### src/hdl/sjf_pkg.sv
// shared constants, widths and types for the shortest-job-first wait block
// no dependencies; every other file of the block depends on this package
package sjf_pkg;

  // batch capacity and used width of a burst time
  localparam int MAX_JOBS  = 64;
  localparam int TIME_BITS = 16;

  // fixed field widths of the channels
  localparam int BURST_W     = 16;
  localparam int AVG_W       = 21;
  localparam int TOTAL_W     = 27;
  localparam int JOB_TOTAL_W = 7;

  // derived internal widths
  localparam int JOB_W     = (TIME_BITS < BURST_W) ? TIME_BITS : BURST_W;
  localparam int ADDR_W    = $clog2(MAX_JOBS);
  localparam int CNT_W     = $clog2(MAX_JOBS + 1);
  localparam int ELAPSED_W = JOB_W + CNT_W - 1;
  localparam int SUM_W     = ELAPSED_W + CNT_W - 1;
  localparam int DIV_CNT_W = $clog2(SUM_W + 1);

  // divider handshake
  typedef struct packed {
    logic start;
  } div_req_t;

  typedef struct packed {
    logic busy;
    logic done;
  } div_stat_t;

endpackage

### src/hdl/sjf_if.sv
// channel interfaces: job items in, result items out
// depends on sjf_pkg for the field widths
interface sjf_job_if;
  logic                          valid;
  logic                          ready;
  logic [sjf_pkg::BURST_W-1:0]   burst_time;
  logic                          last_job;

  modport source (output valid, output burst_time, output last_job, input ready);
  modport sink   (input valid, input burst_time, input last_job, output ready);
endinterface

interface sjf_result_if;
  logic                             valid;
  logic                             ready;
  logic [sjf_pkg::AVG_W-1:0]        average_wait;
  logic [sjf_pkg::TOTAL_W-1:0]      wait_total;
  logic [sjf_pkg::JOB_TOTAL_W-1:0]  job_total;
  logic                             overflowed;

  modport source (output valid, output average_wait, output wait_total,
                  output job_total, output overflowed, input ready);
  modport sink   (input valid, input average_wait, input wait_total,
                  input job_total, input overflowed, output ready);
endinterface

### src/hdl/sjf_div.sv
// iterative restoring divider, one quotient bit per cycle
// depends on sjf_pkg for widths and the request/status structs
module sjf_div (
  input  logic                      clk,
  input  logic                      rst_n,
  input  sjf_pkg::div_req_t         req,
  input  logic [sjf_pkg::SUM_W-1:0] dividend,
  input  logic [sjf_pkg::CNT_W-1:0] divisor,
  output sjf_pkg::div_stat_t        stat,
  output logic [sjf_pkg::SUM_W-1:0] quotient
);
  import sjf_pkg::*;

  logic [CNT_W-1:0]     rem_r, rem_nxt;
  logic [SUM_W-1:0]     quo_r, quo_nxt;
  logic [CNT_W-1:0]     dvs_r;
  logic [DIV_CNT_W-1:0] cnt_r, cnt_nxt;
  logic                 busy_r, busy_nxt;
  logic                 done_r, done_nxt;
  logic [CNT_W:0]       trial;
  logic [CNT_W:0]       diff;

  // one shift-subtract step
  assign trial = {rem_r, quo_r[SUM_W-1]};
  assign diff  = trial - {1'b0, dvs_r};

  always_comb begin
    rem_nxt  = rem_r;
    quo_nxt  = quo_r;
    cnt_nxt  = cnt_r;
    busy_nxt = busy_r;
    done_nxt = 1'b0;
    if (busy_r) begin
      if (trial >= {1'b0, dvs_r}) begin
        rem_nxt = diff[CNT_W-1:0];
        quo_nxt = {quo_r[SUM_W-2:0], 1'b1};
      end else begin
        rem_nxt = trial[CNT_W-1:0];
        quo_nxt = {quo_r[SUM_W-2:0], 1'b0};
      end
      cnt_nxt = cnt_r - 1'b1;
      if (cnt_r == DIV_CNT_W'(1)) begin
        busy_nxt = 1'b0;
        done_nxt = 1'b1;
      end
    end else if (req.start) begin
      rem_nxt  = '0;
      quo_nxt  = dividend;
      cnt_nxt  = DIV_CNT_W'(SUM_W);
      busy_nxt = 1'b1;
    end
  end

  // control state
  always_ff @(posedge clk) begin
    if (!rst_n) begin
      busy_r <= 1'b0;
      done_r <= 1'b0;
      cnt_r  <= '0;
    end else begin
      busy_r <= busy_nxt;
      done_r <= done_nxt;
      cnt_r  <= cnt_nxt;
    end
  end

  // datapath
  always_ff @(posedge clk) begin
    rem_r <= rem_nxt;
    quo_r <= quo_nxt;
    if (!busy_r && req.start) begin
      dvs_r <= divisor;
    end
  end

  assign stat.busy = busy_r;
  assign stat.done = done_r;
  assign quotient  = quo_r;

endmodule

### src/hdl/sjf_average_wait_top.sv
// shortest-job-first average wait: insertion-sorted job store, final walk, divider
// sequencing: a stored job item passes ST_INS then ST_CMP per entry it moves past, ending in
//   ST_INS or ST_CMP, as the single store read port is registered; a dropped one is not stored;
//   a last item then walks the store (ST_RD, ST_ACC per stored job) and waits for the divide
// throughput: one item at a time; ready only between items
// reset: rst_n synchronous, active low; empties the batch, job store is not cleared
module sjf_average_wait_top (
  input logic          clk,
  input logic          rst_n,
  sjf_job_if.sink      in_job,
  sjf_result_if.source out_res
);
  import sjf_pkg::*;

  typedef enum logic [6:0] {
    ST_IDLE = 7'b0000001,
    ST_INS  = 7'b0000010,
    ST_CMP  = 7'b0000100,
    ST_RD   = 7'b0001000,
    ST_ACC  = 7'b0010000,
    ST_DIV  = 7'b0100000,
    ST_OUT  = 7'b1000000
  } state_t;

  state_t               state_r, state_nxt;
  logic [CNT_W-1:0]     count_r, count_nxt;
  logic                 dropped_r, dropped_nxt;
  logic [CNT_W-1:0]     pos_r, pos_nxt;
  logic [CNT_W-1:0]     idx_r, idx_nxt;
  logic [JOB_W-1:0]     burst_r;
  logic                 last_r;
  logic [ELAPSED_W-1:0] elapsed_r, elapsed_nxt;
  logic [SUM_W-1:0]     sum_r, sum_nxt;

  // job store
  logic [JOB_W-1:0]  mem [MAX_JOBS];
  logic [JOB_W-1:0]  rd_data_r;
  logic [ADDR_W-1:0] rd_addr;
  logic [ADDR_W-1:0] wr_addr;
  logic [JOB_W-1:0]  wr_data;
  logic              wr_en;

  // result register
  logic                   out_valid_r, out_valid_nxt;
  logic [AVG_W-1:0]       avg_r;
  logic [TOTAL_W-1:0]     total_r;
  logic [JOB_TOTAL_W-1:0] jobs_r;
  logic                   ovf_r;
  logic                   out_load;

  // divider
  div_req_t         div_req;
  div_stat_t        div_stat;
  logic [SUM_W-1:0] quotient;

  logic in_fire;
  logic out_fire;

  assign in_job.ready = (state_r == ST_IDLE);
  assign in_fire      = in_job.valid && in_job.ready;
  assign out_fire     = out_valid_r && out_res.ready;

  // sequencer
  always_comb begin
    state_nxt     = state_r;
    count_nxt     = count_r;
    dropped_nxt   = dropped_r;
    pos_nxt       = pos_r;
    idx_nxt       = idx_r;
    elapsed_nxt   = elapsed_r;
    sum_nxt       = sum_r;
    rd_addr       = '0;
    wr_en         = 1'b0;
    wr_addr       = pos_r[ADDR_W-1:0];
    wr_data       = burst_r;
    div_req.start = 1'b0;
    out_load      = 1'b0;
    unique case (state_r)
      ST_IDLE: begin
        if (in_fire) begin
          if (count_r == CNT_W'(MAX_JOBS)) begin
            dropped_nxt = 1'b1;
            if (in_job.last_job) begin
              idx_nxt     = '0;
              elapsed_nxt = '0;
              sum_nxt     = '0;
              state_nxt   = ST_RD;
            end
          end else begin
            pos_nxt   = count_r;
            state_nxt = ST_INS;
          end
        end
      end
      // shift larger entries up, one per pass through ST_INS and ST_CMP
      ST_INS: begin
        if (pos_r == '0) begin
          wr_en     = 1'b1;
          count_nxt = count_r + 1'b1;
          idx_nxt     = '0;
          elapsed_nxt = '0;
          sum_nxt     = '0;
          state_nxt = last_r ? ST_RD : ST_IDLE;
        end else begin
          rd_addr   = ADDR_W'(pos_r - 1'b1);
          state_nxt = ST_CMP;
        end
      end
      ST_CMP: begin
        wr_en = 1'b1;
        if (rd_data_r > burst_r) begin
          wr_data   = rd_data_r;
          pos_nxt   = pos_r - 1'b1;
          state_nxt = ST_INS;
        end else begin
          count_nxt   = count_r + 1'b1;
          idx_nxt     = '0;
          elapsed_nxt = '0;
          sum_nxt     = '0;
          state_nxt   = last_r ? ST_RD : ST_IDLE;
        end
      end
      // walk the store in ascending order
      ST_RD: begin
        rd_addr = idx_r[ADDR_W-1:0];
        if (idx_r == count_r) begin
          div_req.start = 1'b1;
          state_nxt     = ST_DIV;
        end else begin
          state_nxt = ST_ACC;
        end
      end
      ST_ACC: begin
        sum_nxt     = sum_r + SUM_W'(elapsed_r);
        elapsed_nxt = elapsed_r + ELAPSED_W'(rd_data_r);
        idx_nxt     = idx_r + 1'b1;
        state_nxt   = ST_RD;
      end
      ST_DIV: begin
        if (div_stat.done) begin
          state_nxt = ST_OUT;
        end
      end
      // hand the result over once the output register is free
      ST_OUT: begin
        if (!out_valid_r || out_res.ready) begin
          out_load    = 1'b1;
          count_nxt   = '0;
          dropped_nxt = 1'b0;
          elapsed_nxt = '0;
          sum_nxt     = '0;
          state_nxt   = ST_IDLE;
        end
      end
      default: begin
        state_nxt = ST_IDLE;
      end
    endcase
  end

  // control state
  always_ff @(posedge clk) begin
    if (!rst_n) begin
      state_r     <= ST_IDLE;
      count_r     <= '0;
      dropped_r   <= 1'b0;
      out_valid_r <= 1'b0;
      pos_r       <= '0;
      idx_r       <= '0;
    end else begin
      state_r     <= state_nxt;
      count_r     <= count_nxt;
      dropped_r   <= dropped_nxt;
      out_valid_r <= out_valid_nxt;
      pos_r       <= pos_nxt;
      idx_r       <= idx_nxt;
    end
  end

  always_comb begin
    out_valid_nxt = out_valid_r;
    if (out_load) begin
      out_valid_nxt = 1'b1;
    end else if (out_fire) begin
      out_valid_nxt = 1'b0;
    end
  end

  // payload registers
  always_ff @(posedge clk) begin
    elapsed_r <= elapsed_nxt;
    sum_r     <= sum_nxt;
    if (in_fire) begin
      burst_r <= in_job.burst_time[JOB_W-1:0];
      last_r  <= in_job.last_job;
    end
    if (out_load) begin
      avg_r   <= AVG_W'(quotient);
      total_r <= TOTAL_W'(sum_r);
      jobs_r  <= JOB_TOTAL_W'(count_r);
      ovf_r   <= dropped_r;
    end
  end

  // job store: one write and one registered read per cycle
  always_ff @(posedge clk) begin
    if (wr_en) begin
      mem[wr_addr] <= wr_data;
    end
    rd_data_r <= mem[rd_addr];
  end

  sjf_div u_div (
    .clk      (clk),
    .rst_n    (rst_n),
    .req      (div_req),
    .dividend (sum_r),
    .divisor  (count_r),
    .stat     (div_stat),
    .quotient (quotient)
  );

  assign out_res.valid        = out_valid_r;
  assign out_res.average_wait = avg_r;
  assign out_res.wait_total   = total_r;
  assign out_res.job_total    = jobs_r;
  assign out_res.overflowed   = ovf_r;

`ifndef SYNTHESIS
  // the store never holds more than its capacity
  a_count_cap: assert property (@(posedge clk) disable iff (!rst_n)
    count_r <= CNT_W'(MAX_JOBS))
    else $error("job count above capacity");

  // a division is only started with a nonzero job count
  a_div_nonzero: assert property (@(posedge clk) disable iff (!rst_n)
    div_req.start |-> (count_r != '0))
    else $error("division started on an empty batch");

  // divider finishes only while the sequencer waits for it
  a_div_done: assert property (@(posedge clk) disable iff (!rst_n)
    div_stat.done |-> (state_r == ST_DIV))
    else $error("divider done outside the divide step");

  // a loaded result always carries at least one job
  a_out_jobs: assert property (@(posedge clk) disable iff (!rst_n)
    out_load |=> (out_valid_r && jobs_r != '0))
    else $error("result item with no jobs");
`endif

endmodule
### src/flat_wrapper.sv
// flat-port wrapper written by rule: the top's interface ports become plain ports
module sjf_average_wait_top_flat import sjf_pkg::*;
  (clk, rst_n, in_job_valid, in_job_burst_time, in_job_last_job, in_job_ready, out_res_valid, out_res_average_wait, out_res_wait_total, out_res_job_total, out_res_overflowed, out_res_ready);
  sjf_job_if in_job_i ();
  sjf_result_if out_res_i ();
  input logic clk;
  input logic rst_n;
  input wire logic [$bits(in_job_i.valid)-1:0] in_job_valid;
  input wire logic [$bits(in_job_i.burst_time)-1:0] in_job_burst_time;
  input wire logic [$bits(in_job_i.last_job)-1:0] in_job_last_job;
  output wire logic [$bits(in_job_i.ready)-1:0] in_job_ready;
  output wire logic [$bits(out_res_i.valid)-1:0] out_res_valid;
  output wire logic [$bits(out_res_i.average_wait)-1:0] out_res_average_wait;
  output wire logic [$bits(out_res_i.wait_total)-1:0] out_res_wait_total;
  output wire logic [$bits(out_res_i.job_total)-1:0] out_res_job_total;
  output wire logic [$bits(out_res_i.overflowed)-1:0] out_res_overflowed;
  input wire logic [$bits(out_res_i.ready)-1:0] out_res_ready;
  assign in_job_i.valid = in_job_valid;
  assign in_job_i.burst_time = in_job_burst_time;
  assign in_job_i.last_job = in_job_last_job;
  assign in_job_ready = in_job_i.ready;
  assign out_res_valid = out_res_i.valid;
  assign out_res_average_wait = out_res_i.average_wait;
  assign out_res_wait_total = out_res_i.wait_total;
  assign out_res_job_total = out_res_i.job_total;
  assign out_res_overflowed = out_res_i.overflowed;
  assign out_res_i.ready = out_res_ready;
  sjf_average_wait_top u_core (.clk(clk), .rst_n(rst_n), .in_job(in_job_i), .out_res(out_res_i));
endmodule
### config.mk
export PLATFORM = sky130hd
export DESIGN_NAME = sjf_average_wait_top_flat
export DESIGN_NICKNAME = d
export VERILOG_FILES = /design/src/hdl/sjf_pkg.sv /design/src/hdl/sjf_if.sv /design/src/hdl/sjf_div.sv /design/src/hdl/sjf_average_wait_top.sv /design/src/flat_wrapper.sv
export SDC_FILE = /design/constraint.sdc
export NUM_CORES = 1
export LEC_CHECK = 0
export BUFFER_PORTS_ARGS = -buffer_cell sky130_fd_sc_hd__clkbuf_2
export CAP_MARGIN = 20
export CORE_MARGIN = 2
export CORE_UTILIZATION = 35
export CTS_BUF_LIST = sky130_fd_sc_hd__clkbuf_4
export DETAILED_ROUTE_END_ITERATION = 10
export PLACE_DENSITY = 0.53
export RECOVER_POWER = 25
export SLEW_MARGIN = 20
export SYNTH_ARGS = -nofsm -noshare
export SYNTH_HDL_FRONTEND = slang
export SYNTH_SLANG_ARGS = --single-unit
### constraint.sdc
create_clock -name clk -period 9.6 [get_ports clk]
set_clock_uncertainty 0.1 [all_clocks]
set_input_delay 0.96 -clock clk [delete_from_list [all_inputs] [get_ports clk]]
set_output_delay 0.96 -clock clk [all_outputs]
set_load 0.02 [all_outputs]
==> results.sh <==
export IMPL_ys_seq_elements=1242
export IMPL_drtPass1Iterations=6
export IMPL_nets=4083
export IMPL_globalplace_congestion=0.841
export IMPL_hpwl_um=87600
export IMPL_drc=0
export IMPL_synthCells=3634
export IMPL_crit_family="buffers and inverters"
export IMPL_initial_core_util_pct=35.3
export IMPL_summed_instance_area_of_the_synthesized_netlist_um2=51400
export IMPL_reg2reg_setup_slack_ns=3.52
export IMPL_total_power_mw=11.3
export IMPL_numPortBuffers=78
export IMPL_route_final_wire_length_um=147000
export IMPL_cts_num_sinks=1242
export IMPL_hold_worst_slack_ns=0.217
export IMPL_rows=140
export IMPL_synth_main_ff_cell="sky130_fd_sc_hd__edfxtp_1"
export IMPL_cts_hold_buffers=18
export IMPL_worst_r2r_startpoint="u_core.state_r[6]"
export IMPL_synthDominantAreaCellType="sky130_fd_sc_hd__edfxtp_1"
export IMPL_min_delay_path_class="in -> reg"
export IMPL_avgRoutedWirePerCell_um=24.0
export IMPL_intPower_mw=8.69
export IMPL_place_area_um2=54300
export IMPL_critical_path_cell_chain="or3_1 > nor3_4 > clkbuf_1 > o21a_4 > buf_12 > nand3_1 > o221ai_1 > o31ai_1"
export IMPL_worst_endpoint_required_ns=10.60
export IMPL_dpl_worst_slack_ns=4.49
export IMPL_hold_path_endpoint="u_core.dropped_r"
export IMPL_fin_crit_ns=6.08
export IMPL_count_of_maximum_capacitance_violations=6
export IMPL_slew_limit_headroom_pct=-82.7
export IMPL_final_critical_path_setup_slack_ns=3.52
export IMPL_ys_warn_count=0
export IMPL_run_status="finished, violations left"
export IMPL_area_growth_synth_to_final_pct=13.5
export IMPL_worst_r2r_path_depth=8
export IMPL_pin_count_of_the_biggest_net_entering_global_routing=141
export IMPL_cts_resized_gates=0
export IMPL_holdPathStages=4
export IMPL_synth_avg_cell_area_um2=14.2
export IMPL_synth_largest_type_area_fraction_pct=69.4
export IMPL_number_of_enable_flip_flop_cells_after_synthesis=1189
export IMPL_clkTransAtPathRegs_ns=0.06
export IMPL_setup_tns_final_ns=0
export IMPL_placed_cells_incl_taps=5547
export IMPL_cts_h_tree_lvls=5
export IMPL_layout_worst_path_cycle_share_pct=63.3
export IMPL_wire_length_of_the_first_global_routing_pass_um=214000
export IMPL_clock_share_of_power_pct=40.1
export IMPL_tightest_slew_ns=2.74
export IMPL_num_vias=32841
export IMPL_asyncSetResetFlopFracSynth_pct=0
export IMPL_holdCritStartpoint="in_job_valid"
export IMPL_floorplan_die_height_um=387
export IMPL_count_of_final_max_slew_check_failures=246
export IMPL_final_instance_count_excl_fill=6130
export IMPL_cts_root_buf="sky130_fd_sc_hd__clkbuf_4"
export IMPL_violations="capacitance limit, slew limit"
export IMPL_crit_path_top_delay_cell="sky130_fd_sc_hd__clkbuf_1"
export IMPL_ioPinCount=79
export IMPL_timing_setup_critical_path_class="reg -> reg"
export IMPL_setup_repair_after_global_routing_missed_its_margin="no"
export IMPL_p_leak_nw=19.8
export IMPL_synthesis_nets=3725
export IMPL_final_core_utilization_pct=40.1
export IMPL_power_switching_fraction_pct=23.4
export IMPL_startpoint_type="register"
export IMPL_switchingPower_mw=2.66
export IMPL_remaining_global_route_overflow=0
export IMPL_num_fill_cells=13785
export IMPL_crit_path_max_incr_delay_ns=1.63
export IMPL_sequentialPowerShare_pct=53.8
export IMPL_worst_path_max_fanout=140
export IMPL_rr_endpoint="u_core.rd_data_r[4]"
export IMPL_ys_top_cells_by_area="sky130_fd_sc_hd__edfxtp_1 (69%), sky130_fd_sc_hd__nand2_1 (4.5%), sky130_fd_sc_hd__mux2i_1 (2.3%)"
export IMPL_power_per_cell_area_nw_per_um2=194
export IMPL_synth_seq_area_share_pct=71.5
export IMPL_postRouteAntennaNets=0
export IMPL_placeableCoreArea_um2=146000
export IMPL_vias_per_cell=5.36
export IMPL_hold_violation_total_from_the_final_report=0
export IMPL_dieWidth_um=387
export IMPL_worst_path_buf_inv=2
export IMPL_tritoncts="built"
export IMPL_initialDrtViolationCount=3404
export IMPL_gr_usage_all_layers_pct=19.2
export IMPL_number_of_global_route_vias_before_repair=32081
export IMPL_layout_drive_gt1_share_pct=18.1
export IMPL_grt_antenna_before_repair=10
export IMPL_die_area_um2=150000
export IMPL_cts_path_max_buffers=4
export IMPL_end_kind="register"
export IMPL_maxClockFrequency_mhz=164
export IMPL_post_cts_setup_buffer_count=0
export IMPL_layout_cell_area_non_filler_um2=58400
export IMPL_combPwrFrac_pct=6.1
export IMPL_post_synth_num_cell_types=88
export IMPL_max_vdd_ir_drop_mv=0.0970
export IMPL_worstSkewPairLatency_ns=1.25
export IMPL_setup_viol=0
export IMPL_critical_path_arrival_ns=7.08
export IMPL_numCtsBuffers=342
-- Yosys cell counts (all sizes together), types with 26 or more instances --
| cell | number |
|---|---|
| a32oi | 42 |
| o211ai | 54 |
| a31oi | 36 |
| nor2 | 175 |
| mux2i | 120 |
| inv | 79 |
| o21ai | 48 |
| ha | 67 |
| a21oi | 203 |
| dfxtp | 53 |
| buf | 136 |
| a21o | 26 |
| nand3 | 213 |
| clkbuf | 59 |
| nand2 | 611 |
| a22oi | 28 |
| mux2 | 40 |
| o22ai | 32 |
| nor3 | 29 |
| edfxtp | 1189 |
| and3 | 41 |
| mux4 | 52 |
-- logic make-up after synthesis --
group,Yosys count,synth area share [%]
adders and majority gates,70,1.75
and+or+nand+nor,1214,10.6
xor gates and xnor gates,40,0.681
AOI/OAI and AO/OA,582,7.59
DFF,1242,71.5
buffers and inverters,274,2.41
muxes,212,5.49
-- power groups by stage --
stage | Clock, mW | Sequential [mW] | Combinational (mW)
2_1_floorplan | 0 | 6.19 | 0.431
3_3_place_gp | 0 | 6.22 | 0.677
3_5_place_dp | 0 | 6.22 | 0.685
4_1_cts | 4.68 | 6.10 | 0.693
5_1_grt | 4.96 | 6.10 | 0.754
6_report | 4.55 | 6.11 | 0.690
-- how the worst max path moves through the flow --
stage                 startpoint             endpoint  slack, ns  cells after the start
6_report       u_core.state_r[6]  u_core.rd_data_r[4]       3.52                      8
5_1_grt        u_core.state_r[6]  u_core.rd_data_r[8]       3.18                      8
4_1_cts        u_core.state_r[3]  u_core.rd_data_r[8]       4.49                      7
3_5_place_dp   u_core.state_r[3]  u_core.rd_data_r[4]       4.49                      7
3_3_place_gp   u_core.state_r[3]  u_core.rd_data_r[2]       4.27                      9
2_1_floorplan  u_core.burst_r[9]  u_core.elapsed_r[0]       1.91                     10
-- final cells by class --
class | count | area (um^2) | area share (%)
Sequential cell | 1242 | 36800 | 62.9
Multi-Input combinational cell | 2118 | 13600 | 23.3
Clock buffer | 509 | 3820 | 6.54
Tap cell | 1917 | 2400 | 4.11
Timing Repair Buffer | 209 | 1290 | 2.21
Inverter | 79 | 297 | 0.508
Clock inverter | 48 | 234 | 0.401
Antenna cell | 8 | 20.0 | 0.0343
-- routing by layer --
| metal | global-route usage [%] | wire length [um] |
|---|---|---|
| met1 | 26.1 | 63700 |
| met2 | 30.3 | 69400 |
| met3 | 3.55 | 9990 |
| met4 | 7.51 | 3850 |
| met5 | 0 | 57 |
-- worst reg2reg max path: stages, from the launching register on --
cell                       delay [ns]
sky130_fd_sc_hd__dfxtp_1         0.35
sky130_fd_sc_hd__or3_1           0.45
sky130_fd_sc_hd__nor3_4          0.12
sky130_fd_sc_hd__clkbuf_1        1.63
sky130_fd_sc_hd__o21a_4          0.84
sky130_fd_sc_hd__buf_12          0.54
sky130_fd_sc_hd__nand3_1         0.94
sky130_fd_sc_hd__o221ai_1        0.81
sky130_fd_sc_hd__o31ai_1         0.20
-- layout by cell type, fill, tap and decap left out, drive strengths merged, types with 10 or more instances in the layout --
cell	count
xnor2	22
a31oi	36
o211ai	54
clkbuf	615
nor2	175
buf	85
nand3	213
nand2b	11
a211o	10
mux2i	120
or3	16
o21a	10
a21o	26
or4	15
a21oi	203
nand2	611
ha	67
a22oi	28
a32oi	42
dfxtp	53
o21ai	48
edfxtp	1189
nand4	13
inv	85
nor2b	20
and2	10
clkinv	40
o31ai	10
nor3	29
mux4	52
dlygate4sd3	18
o22ai	32
xor2	18
mux2	40
and3	41
nor4	22
-- flip-flops by register name, indices dropped and copies added (netlist names), 5 cells and up --
signal	flops
u_core.out_res.average_wait	21
u_core.mem	1024
u_core.u_div.quotient	28
u_core.burst_r	16
u_core.u_div.dvs_r	7
u_core.u_div.rem_r	7
u_core.pos_r	7
u_core.sum_r	28
u_core.out_res.job_total	7
u_core.state_r	7
u_core.rd_data_r	16
u_core.out_res.wait_total	27
u_core.u_div.cnt_r	5
u_core.elapsed_r	22
u_core.count_r	7
u_core.idx_r	7
No activity file was read; power rests on OpenSTA's default activity.
